File: src/hw/rtl/fdd_pkg.sv
// ----------------------------------------------------------------------------
// fdd_pkg
// Shared widths, constants and types of the frame difference event detector.
// ----------------------------------------------------------------------------
package fdd_pkg;

	localparam int PIXEL_W = 8;
	localparam int COUNT_W = 17;
	localparam int THR_W   = 7;
	localparam int PROD_W  = 24;

	localparam logic [COUNT_W-1:0] COUNT_MAX     = '1;
	localparam logic [THR_W-1:0]   THR_RESET     = 7'd5;
	localparam logic [THR_W-1:0]   PERCENT_SCALE = 7'd100;

	typedef logic [PIXEL_W-1:0] pixel_t;
	typedef logic [COUNT_W-1:0] count_t;
	typedef logic [THR_W-1:0]   thr_t;
	typedef logic [PROD_W-1:0]  prod_t;

	typedef struct packed {
		logic   last;
		logic   report;
		count_t count;
	} frame_end_t;

endpackage

File: src/hw/rtl/fdd_res_if.sv
// ----------------------------------------------------------------------------
// fdd_res_if
// Result channel: one frame report per item.
// ----------------------------------------------------------------------------
interface fdd_res_if;
	import fdd_pkg::*;

	logic   valid;
	logic   ready;
	logic   event_res;
	count_t changed_count;
	count_t average_count;

	modport source (output valid, output event_res, output changed_count,
		output average_count, input ready);
	modport sink (input valid, input event_res, input changed_count,
		input average_count, output ready);

endinterface

File: src/hw/rtl/fdd_stats.sv
// ----------------------------------------------------------------------------
// fdd_stats
// End-of-frame averaging, deviation test and result register.
// ----------------------------------------------------------------------------
module fdd_stats (
	input  logic                clk,
	input  logic                arst_n,
	input  fdd_pkg::frame_end_t fe,
	input  fdd_pkg::thr_t       thr,
	output logic                done,
	fdd_res_if.source           res
);
	import fdd_pkg::*;

	logic   valid_s2;
	count_t count_s2;
	count_t avg_s2;
	logic   nz_s2;
	logic   valid_s3;
	count_t count_s3;
	count_t avg_s3;
	logic   nz_s3;
	prod_t  dev_prod_s3;
	prod_t  thr_prod_s3;
	count_t avg_q;
	logic   out_valid_q;
	logic   event_q;
	count_t count_q;
	count_t out_avg_q;

	logic [COUNT_W:0] sum;
	count_t           avg_new;
	count_t           dev;
	logic             event_now;

	always_comb begin
		sum = {1'b0, avg_q} + {1'b0, fe.count};
		if (fe.count == '0) begin
			avg_new = avg_q;
		end else if (avg_q == '0) begin
			avg_new = fe.count;
		end else begin
			avg_new = sum[COUNT_W:1];
		end
		dev       = (avg_s2 > count_s2) ? (avg_s2 - count_s2) : (count_s2 - avg_s2);
		event_now = nz_s3 && (dev_prod_s3 > thr_prod_s3);
		done      = valid_s3 && (!out_valid_q || res.ready);
	end

	always_ff @(posedge clk or negedge arst_n) begin
		if (!arst_n) begin
			valid_s2    <= 1'b0;
			valid_s3    <= 1'b0;
			avg_q       <= '0;
			out_valid_q <= 1'b0;
		end else begin
			valid_s2 <= fe.report;
			if (valid_s2) begin
				valid_s3 <= 1'b1;
			end else if (done) begin
				valid_s3 <= 1'b0;
			end
			if (done) begin
				avg_q       <= event_now ? '0 : avg_s3;
				out_valid_q <= 1'b1;
			end else if (res.ready) begin
				out_valid_q <= 1'b0;
			end
		end
	end

	always_ff @(posedge clk) begin
		if (fe.report) begin
			count_s2 <= fe.count;
			avg_s2   <= avg_new;
			nz_s2    <= (fe.count != '0);
		end
		if (valid_s2) begin
			count_s3    <= count_s2;
			avg_s3      <= avg_s2;
			nz_s3       <= nz_s2;
			dev_prod_s3 <= PROD_W'(dev) * PROD_W'(PERCENT_SCALE);
			thr_prod_s3 <= PROD_W'(thr) * PROD_W'(avg_s2);
		end
		if (done) begin
			event_q   <= event_now;
			count_q   <= count_s3;
			out_avg_q <= avg_s3;
		end
	end

	assign res.valid         = out_valid_q;
	assign res.event_res     = event_q;
	assign res.changed_count = count_q;
	assign res.average_count = out_avg_q;

endmodule

File: src/flat_wrapper.sv
// flat-port wrapper written by rule: the top's interface ports become plain ports
module fdd_stats_flat import fdd_pkg::*;
  (clk, arst_n, fe, thr, done, res_valid, res_event_res, res_changed_count, res_average_count, res_ready);
  fdd_res_if res_i ();
  input  logic clk;
  input  logic arst_n;
  input  fdd_pkg::frame_end_t fe;
  input  fdd_pkg::thr_t thr;
  output logic done;
  output wire logic [$bits(res_i.valid)-1:0] res_valid;
  output wire logic [$bits(res_i.event_res)-1:0] res_event_res;
  output wire logic [$bits(res_i.changed_count)-1:0] res_changed_count;
  output wire logic [$bits(res_i.average_count)-1:0] res_average_count;
  input wire logic [$bits(res_i.ready)-1:0] res_ready;
  assign res_valid = res_i.valid;
  assign res_event_res = res_i.event_res;
  assign res_changed_count = res_i.changed_count;
  assign res_average_count = res_i.average_count;
  assign res_i.ready = res_ready;
  fdd_stats u_core (.clk(clk), .arst_n(arst_n), .fe(fe), .thr(thr), .done(done), .res(res_i));
endmodule
File: config.mk
export PLATFORM = sky130hd
export DESIGN_NAME = fdd_stats_flat
export DESIGN_NICKNAME = d
export VERILOG_FILES = /design/src/hw/rtl/fdd_pkg.sv /design/src/hw/rtl/fdd_res_if.sv /design/src/hw/rtl/fdd_stats.sv /design/src/flat_wrapper.sv
export SDC_FILE = /design/constraint.sdc
export NUM_CORES = 1
export LEC_CHECK = 0
export ABC_CLOCK_PERIOD_IN_PS = 12700
export BUFFER_PORTS_ARGS = -buffer_cell sky130_fd_sc_hd__buf_4
export CAP_MARGIN = 30
export CORE_MARGIN = 1.5
export CORE_UTILIZATION = 39
export CTS_CLUSTER_SIZE = 14
export DETAILED_ROUTE_END_ITERATION = 12
export GPL_TIMING_DRIVEN = 0
export PLACE_DENSITY_LB_ADDON = 0.15
export SYNTH_ARGS = -nofsm -noshare
export SYNTH_HDL_FRONTEND = slang
export SYNTH_SLANG_ARGS = --single-unit
File: constraint.sdc
create_clock -name clk -period 12.7 [get_ports clk]
set_input_delay 3.175 -clock clk [delete_from_list [all_inputs] [get_ports clk]]
set_output_delay 3.175 -clock clk [all_outputs]
set_load 0.005 [all_outputs]
==> key figures <==
Clock network
  – Setup bufs post-CTS: 0
  – Post_cts resized: 0
  – TritonCTS buffer count: 17
  – Clock sink total: 171
  – Reg clk slew, reported paths: 80 ps
  – Max clock buf depth: 2
  – Root Driver: clkbuf_16
  – CTS tree: yes
  – H-Tree Level Count: 4
  – Worst skew pair latency: 450 ps
  – Hold_buf cts: 0

Synthesis
  – Main synth FF type: edfxtp_1
  – Synth top area cells: edfxtp_1 32%, ha_1 15%, fa_1 13%
  – Avg Cell Area, Syn: 10.14 um2
  – Synth top area share: 0.3216
  – Post-synth EDFFs: 151
  – Synth cell count leaders: 184 x inv_1, 171 x nand2_1, 166 x ha_1
  – Syn Nets: 1,674
  – Synth Cell Area: 14,100 um2
  – Synth async-reset ratio: 0.1170
  – Synth unique cells: 64
  – Yosys top cell by area: edfxtp_1
  – Sequential fraction of the synthesis area: 0.3571
  – Most common cell in the netlist: inv_1
  – Ys Warns: 0
  – Yosys reg bits: 171
  – Post-synthesis cell count: 1,390

Timing
  – Relative slew slack: 0.4907
  – PnR worst setup slack: 4594 ps
  – Final Skew: 25.02 ps
  – RSZ-0062 raised after global routing: no
  – Tmin final: 8106 ps
  – Final Slew Violations: 0
  – Setup TNS: 0 ps
  – Final Hold Viols: 0
  – Peak Freq: 123.4 MHz
  – Finish-stage setup viols: 0
  – Period utilization: 0.6383
  – Worst-margin pin slew: 764.0 ps

Critical path
  – Critical Path RT: 12,880 ps
  – Worst setup SP type: input pin
  – Worst Path Arrival: 8290 ps
  – Setup CP Type: input pin to flop
  – Critical Path Sink Type: flop
  – Crit path max fanout: 10

Layout
  – Layout cells sized above 1: 0.08772
  – Final nets: 1,753
  – Area growth, synth to finish: 11.79%
  – Fin cells: 1,944

Run status
  – Run status: finished clean

Floorplan
  – Top Ports: 66
  – Std-Cell Rows: 69
  – Chip width: 193.1 um
  – Total die area: 37,300 um2
  – Die Span Y: 193.1 um
  – CORE AREA: 35,570 um2
  – Starting Density: 0.3964

Global routing
  – Largest net degree at the start of global routing: 59
  – Initial antenna violation count: 2
  – Total grt overflow: 0
  – Gr usage total: 0.1908
  – First-pass GRT wire length: 54,620 um
  – Vias in the first global route: 10.16k

Placed design
  – Detailed placement HPWL: 26,660 um
  – DP Worst Slack: 4166 ps
  – I/O Buffers: 58
  – Post-Place Cells: 1,911
  – Routability Congestion: 0.8655

Routing
  – DR vias: 10.12k
  – Vias per std cell: 5.207
  – Final WL: 34,110 um
  – Drt wl/cell: 17.55 um
  – DR DRC count: 0
  – Initial DRC Count: 610
  – Post-route antenna net violation count: 0
  – Router iterations before antenna repair: 5

Worst hold path
  – Hold/Removal Path Class: flop to flop

Run
  – Maximum Capacitance Violations: 0
-- metal layers --
metal	global-route usage	wire length [um]
met5	0	0
met3	0.02715	1324
met2	0.2990	15290
met1	0.2744	16820
met4	0.05503	682
-- path summary, 6_finish.rpt --
path / startpoint / to / slack [ps] / cells past startpoint
max: thr[3] / u_core.thr_prod_s3[16]$_DFFE_PP_ / 4590 / 15
min: u_core.count_s3[16]$_DFFE_PP_ / u_core.res.changed_count[16]$_DFFE_PP_ / 420 / 0
max reg2reg: u_core.avg_s2[4]$_DFFE_PP_ / u_core.dev_prod_s3[22]$_DFFE_PP_ / 6390 / 23
min reg2reg: u_core.count_s3[16]$_DFFE_PP_ / u_core.res.changed_count[16]$_DFFE_PP_ / 420 / 0
max in group asynchronous: arst_n / u_core.valid_s2$_DFF_PN0_ / 9810 / 1
min in group asynchronous: arst_n / u_core.avg_q[14]$_DFFE_PN0P_ / 2600 / 1
-- critical path, cell delays in order --
cell and delay [ps]:
clkbuf_1 400, clkbuf_1 550, nand2_1 160, fa_1 560, inv_1 50, fa_1 470
fa_1 530, fa_1 490, ha_1 390, a21o_1 200, or4_1 410, o22a_2 280
a221o_1 380, a21oi_2 150, xnor2_1 80
-- layout make-up --
class                   count  area [um2]
well taps                 461       576.8
flip-flops and latches    171        5039
plain buffers              51       229.0
inverters                 185       694.4
repair buffers             60       483.0
clock inverters            14       165.2
multi-input cells         983        8142
clock buffers              18       429.2
fillers                  3458       19810
diodes                      1       2.502
-- flip-flops by register name, summed over array words and instances (netlist names), 17 cells and up --
register	flops
u_core.res.average_count	17
u_core.res.changed_count	17
u_core.count_s3	17
u_core.avg_s2	17
u_core.avg_q	17
u_core.thr_prod_s3	24
u_core.avg_s3	17
u_core.dev_prod_s3	22
u_core.count_s2	17
-- placed cells by master, fill, tap and decap left out, types with 22 or more instances in the layout --
cell      Yosys  routed
inv_1       184     184
nand2_1     171     171
ha_1        166     166
edfxtp_1    151     151
fa_1         89      89
a21oi_1      84      84
buf_4         3      61
o21ai_0      61      61
nor2_1       58      58
xnor2_1      48      48
clkbuf_1     33      33
a21o_1       33      33
and2_1       32      32
xor2_1       24      24
mux2i_1      22      22
-- cells by family (layout without fill, tap and decap cells) --
family          count (synthesis)  after routing  synth area share
compound gates                274            274            0.1220
xor+xnor                       72             72           0.04473
fa+ha+maj                     255            255            0.2737
buf+inv                       236            328           0.06541
flops                         171            171            0.3571
mux                            27             27           0.02041
other cells                     0              1                 0
simple gates                  355            355            0.1166
-- through the flow --
stage / instance area (um2) / hold WS (ps) / util
after floorplan: 14100 / 400.3 / -
after detailed placement: 15160 / 407.2 / 0.4263
after global routing: 15760 / 427.6 / 0.4430
final: 15760 / 424.2 / 0.4431
after global placement: 15110 / 405.9 / 0.4248
after CTS: 15760 / 426.7 / 0.4430
Power is left out: the tool's default activity adds up to more than one toggle a clock period on the data nets, which glitch-free logic cannot reach.
